--- src/sv/tdq_pkg.sv ---
`timescale 1ns / 1ps

package tdq_pkg;

	// field widths of the request and result words
	localparam int ACTION_W = 2;
	localparam int CH_W = 8;
	localparam int ADDR_W = 32;
	localparam int LEN_W = 16;
	localparam int CNT_W = 6;
	localparam int CNT_MAX = (1 << CNT_W) - 1;

	// launch bitmap
	localparam int BITMAP_BITS = 32;
	localparam int BIT_IDX_W = $clog2(BITMAP_BITS);

	// default queue depth
	localparam int QUEUE_DEPTH_DEF = 32;

	// action codes
	localparam logic [ACTION_W-1:0] ACT_ENQUEUE = 2'd0;
	localparam logic [ACTION_W-1:0] ACT_COMPLETE = 2'd1;
	localparam logic [ACTION_W-1:0] ACT_READ_CLEAR = 2'd2;

	typedef struct packed {
		logic [ACTION_W-1:0] action;
		logic [CH_W-1:0] req_channel;
		logic [ADDR_W-1:0] req_address;
		logic [LEN_W-1:0] req_length;
	} req_word_t;

	typedef struct packed {
		logic launched;
		logic [CH_W-1:0] launch_channel;
		logic [ADDR_W-1:0] launch_address;
		logic [LEN_W-1:0] launch_length;
		logic dropped;
		logic engine_busy;
		logic [CNT_W-1:0] waiting_count;
		logic [BITMAP_BITS-1:0] bitmap_value;
	} rsp_word_t;

	typedef struct packed {
		logic [CH_W-1:0] channel;
		logic [ADDR_W-1:0] address;
		logic [LEN_W-1:0] length;
	} desc_t;

	// controller to datapath
	typedef struct packed {
		logic capture;
		logic load_out;
		logic launch_new;
		logic launch_queued;
		logic push;
		logic drop;
		logic go_idle;
		logic clear_bitmap;
	} dp_cmd_t;

	// datapath to controller
	typedef struct packed {
		logic busy;
		logic full;
		logic empty;
		logic [ACTION_W-1:0] action;
	} dp_status_t;

endpackage

--- src/sv/tdq_chan_if.sv ---
`timescale 1ns / 1ps

interface tdq_chan_if #(
	parameter type word_t = logic
);
	logic valid;
	logic ready;
	word_t data;

	modport source (output valid, output data, input ready);
	modport sink (input valid, input data, output ready);
endinterface

--- src/sv/tdq_ctrl.sv ---
`timescale 1ns / 1ps

module tdq_ctrl (
	input logic clk,
	input logic arst_n,
	input logic req_valid,
	output logic req_ready,
	output logic rsp_valid,
	input logic rsp_ready,
	input tdq_pkg::dp_status_t status,
	output tdq_pkg::dp_cmd_t cmd
);

	typedef enum logic [1:0] {
		ST_IDLE,
		ST_EXEC,
		ST_OUT
	} state_t;

	state_t state_q;

	always_ff @(posedge clk or negedge arst_n) begin
		if (!arst_n) begin
			state_q <= ST_IDLE;
		end else begin
			unique case (state_q)
				ST_IDLE: begin
					if (req_valid) state_q <= ST_EXEC;
				end
				ST_EXEC: begin
					state_q <= ST_OUT;
				end
				ST_OUT: begin
					if (rsp_ready) state_q <= ST_IDLE;
				end
				default: begin
					state_q <= ST_IDLE;
				end
			endcase
		end
	end

	assign req_ready = (state_q == ST_IDLE);
	assign rsp_valid = (state_q == ST_OUT);

	always_comb begin
		cmd = '0;
		cmd.capture = (state_q == ST_IDLE) && req_valid;
		if (state_q == ST_EXEC) begin
			cmd.load_out = 1'b1;
			unique case (status.action)
				tdq_pkg::ACT_ENQUEUE: begin
					if (!status.busy) cmd.launch_new = 1'b1;
					else if (status.full) cmd.drop = 1'b1;
					else cmd.push = 1'b1;
				end
				tdq_pkg::ACT_COMPLETE: begin
					if (status.busy) begin
						if (!status.empty) cmd.launch_queued = 1'b1;
						else cmd.go_idle = 1'b1;
					end
				end
				tdq_pkg::ACT_READ_CLEAR: begin
					cmd.clear_bitmap = 1'b1;
				end
				default: begin
					// unused code, status report only
				end
			endcase
		end
	end

endmodule

--- src/sv/tdq_datapath.sv ---
`timescale 1ns / 1ps

module tdq_datapath #(
	parameter int QUEUE_DEPTH = tdq_pkg::QUEUE_DEPTH_DEF
) (
	input logic clk,
	input logic arst_n,
	input tdq_pkg::dp_cmd_t cmd,
	output tdq_pkg::dp_status_t status,
	input tdq_pkg::req_word_t req_word,
	output tdq_pkg::rsp_word_t rsp_word
);

	localparam int PTR_W = (QUEUE_DEPTH > 1) ? $clog2(QUEUE_DEPTH) : 1;
	localparam int FILL_W = $clog2(QUEUE_DEPTH + 1);
	localparam int SAT_W = (FILL_W > tdq_pkg::CNT_W) ? FILL_W : tdq_pkg::CNT_W;

	tdq_pkg::req_word_t req_q;
	tdq_pkg::rsp_word_t rsp_q;
	tdq_pkg::desc_t mem_q [QUEUE_DEPTH];
	tdq_pkg::desc_t rd_data_q;
	logic busy_q;
	logic [PTR_W-1:0] rd_ptr_q;
	logic [PTR_W-1:0] wr_ptr_q;
	logic [FILL_W-1:0] fill_q;
	logic [tdq_pkg::BITMAP_BITS-1:0] bitmap_q;

	tdq_pkg::desc_t req_desc;
	tdq_pkg::desc_t launch_desc;
	tdq_pkg::rsp_word_t rsp_next;
	logic launch;
	logic busy_next;
	logic [FILL_W-1:0] fill_next;
	logic [SAT_W-1:0] fill_ext;
	logic [tdq_pkg::BITMAP_BITS-1:0] bitmap_next;
	logic [PTR_W-1:0] rd_ptr_next;
	logic [PTR_W-1:0] wr_ptr_next;

	always_comb begin
		req_desc.channel = req_q.req_channel;
		req_desc.address = req_q.req_address;
		req_desc.length = req_q.req_length;

		launch = cmd.launch_new | cmd.launch_queued;
		launch_desc = cmd.launch_queued ? rd_data_q : req_desc;

		// a launch marks its channel, wide channels mark nothing; a read-clear empties the bitmap
		bitmap_next = bitmap_q;
		if (launch && (launch_desc.channel < tdq_pkg::CH_W'(tdq_pkg::BITMAP_BITS))) begin
			bitmap_next[launch_desc.channel[tdq_pkg::BIT_IDX_W-1:0]] = 1'b1;
		end
		if (cmd.clear_bitmap) bitmap_next = '0;

		busy_next = launch ? 1'b1 : (cmd.go_idle ? 1'b0 : busy_q);

		fill_next = fill_q;
		if (cmd.push) fill_next = fill_q + 1'b1;
		else if (cmd.launch_queued) fill_next = fill_q - 1'b1;
		fill_ext = SAT_W'(fill_next);

		rd_ptr_next = rd_ptr_q;
		if (cmd.launch_queued) begin
			rd_ptr_next = (rd_ptr_q == PTR_W'(QUEUE_DEPTH - 1)) ? '0 : rd_ptr_q + 1'b1;
		end
		wr_ptr_next = wr_ptr_q;
		if (cmd.push) begin
			wr_ptr_next = (wr_ptr_q == PTR_W'(QUEUE_DEPTH - 1)) ? '0 : wr_ptr_q + 1'b1;
		end

		rsp_next = '0;
		rsp_next.launched = launch;
		if (launch) begin
			rsp_next.launch_channel = launch_desc.channel;
			rsp_next.launch_address = launch_desc.address;
			rsp_next.launch_length = launch_desc.length;
		end
		rsp_next.dropped = cmd.drop;
		rsp_next.engine_busy = busy_next;
		rsp_next.waiting_count = (fill_ext > SAT_W'(tdq_pkg::CNT_MAX))
			? tdq_pkg::CNT_W'(tdq_pkg::CNT_MAX) : fill_ext[tdq_pkg::CNT_W-1:0];
		rsp_next.bitmap_value = cmd.clear_bitmap ? bitmap_q : bitmap_next;
	end

	always_ff @(posedge clk or negedge arst_n) begin
		if (!arst_n) begin
			busy_q <= 1'b0;
			rd_ptr_q <= '0;
			wr_ptr_q <= '0;
			fill_q <= '0;
			bitmap_q <= '0;
		end else begin
			busy_q <= busy_next;
			rd_ptr_q <= rd_ptr_next;
			wr_ptr_q <= wr_ptr_next;
			fill_q <= fill_next;
			bitmap_q <= bitmap_next;
		end
	end

	// payload registers and descriptor memory
	always_ff @(posedge clk) begin
		if (cmd.capture) req_q <= req_word;
		if (cmd.load_out) rsp_q <= rsp_next;
		if (cmd.push) mem_q[wr_ptr_q] <= req_desc;
		rd_data_q <= mem_q[rd_ptr_q];
	end

	assign status.busy = busy_q;
	assign status.full = (fill_q == FILL_W'(QUEUE_DEPTH));
	assign status.empty = (fill_q == '0);
	assign status.action = req_q.action;
	assign rsp_word = rsp_q;

endmodule

--- src/sv/transfer_descriptor_queue_unit.sv ---
`timescale 1ns / 1ps
// result: a result word is valid once the controller has passed its execute state
// sequencing: the controller handles one word at a time (capture, execute, hold
//   result) and takes no new request word until the result has been taken
// reset: arst_n clears busy flag, pointers, fill count, bitmap and controller;
//   the descriptor memory is not cleared, the fill count guards every read

module transfer_descriptor_queue_unit #(
	parameter int QUEUE_DEPTH = tdq_pkg::QUEUE_DEPTH_DEF
) (
	input logic clk,
	input logic arst_n,
	tdq_chan_if.sink request,
	tdq_chan_if.source result
);

	// command and status between controller and datapath
	tdq_pkg::dp_cmd_t cmd;
	tdq_pkg::dp_status_t status;

	// payload views of the two channels
	tdq_pkg::req_word_t req_word;
	tdq_pkg::rsp_word_t rsp_word;

	assign req_word = request.data;
	assign result.data = rsp_word;

	// sequencer: idle -> execute -> hold result until taken
	tdq_ctrl u_ctrl (
		.clk (clk),
		.arst_n (arst_n),
		.req_valid (request.valid),
		.req_ready (request.ready),
		.rsp_valid (result.valid),
		.rsp_ready (result.ready),
		.status (status),
		.cmd (cmd)
	);

	// descriptor fifo, busy flag, launch bitmap and result register
	tdq_datapath #(
		.QUEUE_DEPTH (QUEUE_DEPTH)
	) u_datapath (
		.clk (clk),
		.arst_n (arst_n),
		.cmd (cmd),
		.status (status),
		.req_word (req_word),
		.rsp_word (rsp_word)
	);

endmodule

--- src/flat_wrapper.sv ---
// flat-port wrapper written by rule: the top's interface ports become plain ports
module transfer_descriptor_queue_unit_flat import tdq_pkg::*;
#(
	parameter int QUEUE_DEPTH = tdq_pkg::QUEUE_DEPTH_DEF
)
  (clk, arst_n, request_valid, request_data, request_ready, result_valid, result_data, result_ready);
  tdq_chan_if #(.word_t(req_word_t)) request_i ();
  tdq_chan_if #(.word_t(rsp_word_t)) result_i ();
  input logic clk;
  input logic arst_n;
  input wire logic [$bits(request_i.valid)-1:0] request_valid;
  input wire logic [$bits(request_i.data)-1:0] request_data;
  output wire logic [$bits(request_i.ready)-1:0] request_ready;
  output wire logic [$bits(result_i.valid)-1:0] result_valid;
  output wire logic [$bits(result_i.data)-1:0] result_data;
  input wire logic [$bits(result_i.ready)-1:0] result_ready;
  assign request_i.valid = request_valid;
  assign request_i.data = request_data;
  assign request_ready = request_i.ready;
  assign result_valid = result_i.valid;
  assign result_data = result_i.data;
  assign result_i.ready = result_ready;
  transfer_descriptor_queue_unit #(.QUEUE_DEPTH(QUEUE_DEPTH)) u_core (.clk(clk), .arst_n(arst_n), .request(request_i), .result(result_i));
endmodule
--- config.mk ---
export PLATFORM = sky130hd
export DESIGN_NAME = transfer_descriptor_queue_unit_flat
export DESIGN_NICKNAME = d
export VERILOG_FILES = /design/src/sv/tdq_pkg.sv /design/src/sv/tdq_chan_if.sv /design/src/sv/tdq_ctrl.sv /design/src/sv/tdq_datapath.sv /design/src/sv/transfer_descriptor_queue_unit.sv /design/src/flat_wrapper.sv
export SDC_FILE = /design/constraint.sdc
export NUM_CORES = 2
export LEC_CHECK = 0
export BUFFER_PORTS_ARGS = -buffer_cell sky130_fd_sc_hd__buf_2
export CORE_MARGIN = 1.5
export CORE_UTILIZATION = 50
export CTS_CLUSTER_DIAMETER = 50
export CTS_CLUSTER_SIZE = 12
export DETAILED_ROUTE_END_ITERATION = 12
export GPL_TIMING_DRIVEN = 0
export PLACE_DENSITY = 0.7
export REMOVE_ABC_BUFFERS = 1
export SETUP_SLACK_MARGIN = 0.3
export SYNTH_ARGS = -nofsm -noshare
export SYNTH_HDL_FRONTEND = slang
export SYNTH_SLANG_ARGS = --single-unit
--- constraint.sdc ---
create_clock -name clk -period 20.3 [get_ports clk]
set_clock_uncertainty 0.2 [all_clocks]
set_input_delay 5.075 -clock clk [delete_from_list [all_inputs] [get_ports clk]]
set_output_delay 5.075 -clock clk [all_outputs]
set_load 0.01 [all_outputs]
==> summary.txt <==
Run
  • Count of max-cap constraint violations: 0

Route
  • Vias post-DR: 37180
  • Via/cell ratio: 6.374
  • Detailed router's first-iteration violation count: 5263
  • Remaining routing DRC violations: 0
  • Number of nets with antenna violations after routing: 0
  • TritonRoute pass-1 iters: 5
  • Final routed wire length divided by cell count: 31.62 µm
  • Wire length reported by the detailed router: 184.4 mm

Power
  • Highest ir drop seen on vdd: 0.08960 mV
  • Sw frac: 25.24%
  • P_sw: 2610 µW
  • Total power density per cell area: 117.4 mW/mm²
  • Power share of the combinational group: 16.2%
  • Share of power burned in registers: 50.7%
  • Internal cell power: 7730 µW
  • Total leakage power: 0.02770 µW
  • Fraction of power consumed by the clock network: 33.2%

Setup path
  • Largest stage delay, worst path: 420 ps
  • Crit-path max FO: 4
  • R2R setup slack: 15540 ps
  • Critical path start-end classification: register to primary output
  • Critical-path top delay cell: dfrtp_1
  • Critical path startpoint category: register
  • Ordered cell list for the critical path: nor2_1 > buf_2
  • Critical Path End Type: primary output
  • WP data required: 15030 ps
  • Worst Path Arrival: 1560 ps
  • Count of buffering cells on the critical path with inverters included: 1
  • Top Family by Delay on Critical Path: flip-flops

Synthesis
  • Number of distinct library cells after synthesis: 50
  • Ys Warns: 0
  • Fraction of synthesis flops using an asynchronous set or reset pin: 2.483%
  • Number of storage elements in the synthesis netlist: 2054
  • Post-Synthesis Mean Instance Area: 22.92 µm²
  • Post-synthesis cell count: 3308
  • Number of synthesized flops with an enable pin: 1947
  • Post-Syn Area: 0.07582 mm²
  • Most frequently used flop master after synthesis: edfxtp_1
  • Fraction of the yosys area taken by sequential cells: 80.27%

STA
  • Maximum clock frequency: 0.1463 GHz
  • Total setup violations reported at the end of the flow: 0
  • Worst-margin pin slew: 1313 ps
  • Final slew viol count: 0
  • RSZ-0062 raised after global routing: false
  • Worst setup margin: 13460 ps
  • TNS Setup: 0 ps
  • Number of hold violations in the final report: 0
  • Worst Hold Slack: 303.2 ps
  • Max-Slew Margin vs Limit: 12.48%
  • Portion of the clock cycle consumed by the worst path in the final layout: 33.67%
  • Min Clock Period, post-route: 6836 ps

Global route
  • GR Util met1: 35.19%
  • Layer with the highest usage after global routing: met2
  • Via count of the first global-routing pass: 36950
  • Number of antenna violations at the first check in global routing: 2
  • Maximum number of pins on one net before global-route repair: 63
  • Global-route met2 utilization: 37.83%
  • Global-route wire length before repair: 263.4 mm
  • Total overflow reported by the global router: 0
  • Aggregate global-route resource usage: 24.24%
  • Met3 layer usage reported by global route: 4.442%

Placed design
  • Minimum setup slack after placement: 13600 ps
  • Final weighted congestion of routability-driven global placement: 0.7212
  • Post-placement cell area: 0.08215 mm²
  • DP HPWL: 110.1 mm
  • Post-Place Cells: 5481
  • Number of port buffers: 160

Die
  • Starting density of the core: 50.50%
  • Overall die width: 392.4 µm
  • Die height: 392.4 µm
  • Number of rows in the core area: 142
  • Number of placed I/O pins: 161
  • Core box area: 0.1501 mm²
  • Total Die Area: 0.1540 mm²

Cells and area
  • Fill cell total of the finished layout: 10230
  • Cell area after layout: 0.08808 mm²
  • Layout net count: 3738
  • Finished Layout Cells: 5833
  • Layout cell share with drive strength beyond 1: 28.17%
  • Layout area overhead: 16.17%

Clock tree
  • Cell at the root of the clock tree: clkbuf_16
  • Clock tree from TritonCTS: yes
  • Number of sinks on the clock net: 2054
  • Clk slew on worst S/H paths: 60 ps
  • Number of buffers inserted by hold repair at cts: 0
  • Post-CTS setup-driven buffer insertion count: 0
  • H-Tree Level Count: 4
  • Number of gates resized after cts: 0
  • Clock latency at the later pin of the worst-skew pair: 820 ps
  • Clock buffer count from CTS: 199
  • Number of buffers on the longest clock path: 3

Status
  • Outcome: completed

Min path
  • Path type of the worst min-delay path: register to register
-- cells in the mapped netlist, types with 9 or more instances --
master / count / area share, %
nand2b_1: 9 / 0.074
edfxtp_1: 1947 / 77
nand2_1: 25 / 0.12
nor3_1: 23 / 0.15
dfrtp_1: 51 / 1.7
o21bai_1: 26 / 0.26
buf_1: 23 / 0.11
nor4_1: 62 / 0.51
a22o_1: 56 / 0.65
mux4_2: 448 / 13
ha_1: 10 / 0.17
clkbuf_1: 93 / 0.46
o22ai_1: 224 / 1.8
mux2i_1: 16 / 0.21
nand3b_1: 9 / 0.089
nor2_1: 55 / 0.27
and2_1: 35 / 0.29
dfxtp_1: 56 / 1.5
xnor2_1: 10 / 0.12
buf_2: 62 / 0.41
-- registers in the layout, summed over array words and instances, names as in the netlist --
name,cells
u_core.u_datapath.status,2
u_core.u_datapath.bitmap_q,32
u_core.u_datapath.fill_q,6
u_core.u_datapath.mem_q,1792
u_core.u_ctrl.state_q,2
u_core.u_datapath.rd_ptr_q,5
u_core.u_datapath.rd_data_q,56
u_core.u_datapath.wr_ptr_q,5
u_core.u_datapath.busy_q,1
u_core.u_datapath.req_desc,56
u_core.u_datapath.rsp_word,97
-- worst register-to-register path: cells and delay by family (launching register included) --
family                   cells  cell delay, ps
AND/OR/NAND/NOR              3            1940
AO/OA/AOI/OAI                1             860
flip-flops                   1             450
adder cells (fa/ha/maj)      1             210
buffers and inverters        4             820
-- per-stage QoR --
stage	util, %	total power (µW)
finish	58.67	10340
detailed placement	54.72	7007
floorplan	-	7315
CTS	58.66	10410
global route	58.67	10690
global placement	52.19	9004
-- power by group through the flow --
stage / Combinational (µW) / Clock, µW / Sequential, µW
final: 1670 / 3430 / 5240
after global routing: 1780 / 3630 / 5270
after CTS: 1700 / 3480 / 5230
after detailed placement: 1690 / 0 / 5320
after global placement: 3260 / 0 / 5750
after floorplan: 1830 / 0 / 5480
-- layer usage --
| layer | vias to the layer above | routed length, µm |
|---|---|---|
| met4 | 0 | 5048 |
| met2 | 2261 | 87990 |
| met1 | 19690 | 72840 |
| met5 | - | 0 |
| met3 | 366 | 18550 |
| li1 | 14870 | - |
-- final timing paths --
check / startpoint / to / depth (start not counted)
worst max-delay path: u_core.u_ctrl.state_q[1] / request_ready / 2
worst max register to register: u_core.u_datapath.fill_q[0] / u_core.u_datapath.mem_q[15][33] / 9
min in group asynchronous: arst_n / u_core.u_datapath.rd_ptr_q[0] / 1
worst min-delay path: u_core.u_datapath.rd_data_q[39] / u_core.u_datapath.rsp_word[79] / 1
max in group asynchronous: arst_n / u_core.u_datapath.rd_ptr_q[1] / 1
worst min register to register: u_core.u_datapath.rd_data_q[39] / u_core.u_datapath.rsp_word[79] / 1
-- layout by cell type (no fill, tap or decap), drive strengths merged, types with 16 or more instances in the layout --
| cell type | Yosys | routed |
|---|---|---|
| and2 | 35 | 35 |
| inv | 6 | 18 |
| nor3 | 23 | 23 |
| mux4 | 448 | 448 |
| o22ai | 224 | 224 |
| buf | 89 | 339 |
| nor4 | 62 | 62 |
| dfxtp | 56 | 56 |
| edfxtp | 1947 | 1947 |
| o21bai | 32 | 32 |
| mux2i | 16 | 16 |
| a22o | 56 | 56 |
| nand2 | 25 | 25 |
| clkbuf | 93 | 325 |
| nor2 | 55 | 55 |
| dfrtp | 51 | 51 |
-- layout make-up --
| class | instances | area, µm² | share of cell area (%) |
|---|---|---|---|
| sequential | 2054 | 60870 | 69.11 |
| multi-input combinational | 1066 | 14440 | 16.39 |
| clock buffer | 325 | 5620 | 6.381 |
| timing repair buffer | 339 | 4307 | 4.889 |
| tap | 2016 | 2522 | 2.864 |
| clock inverter | 26 | 295.3 | 0.3352 |
| inverter | 6 | 22.52 | 0.02557 |
| antenna | 1 | 2.502 | 0.002841 |
-- cells by family after synthesis --
kind of cell,share of synthesized area [%]
flops,80.27
xor+xnor,0.1155
compound gates,3.119
simple gates,1.746
mux,13.52
buf+inv,1.063
fa+ha+maj,0.1650
(Power assumes the default switching activity.)
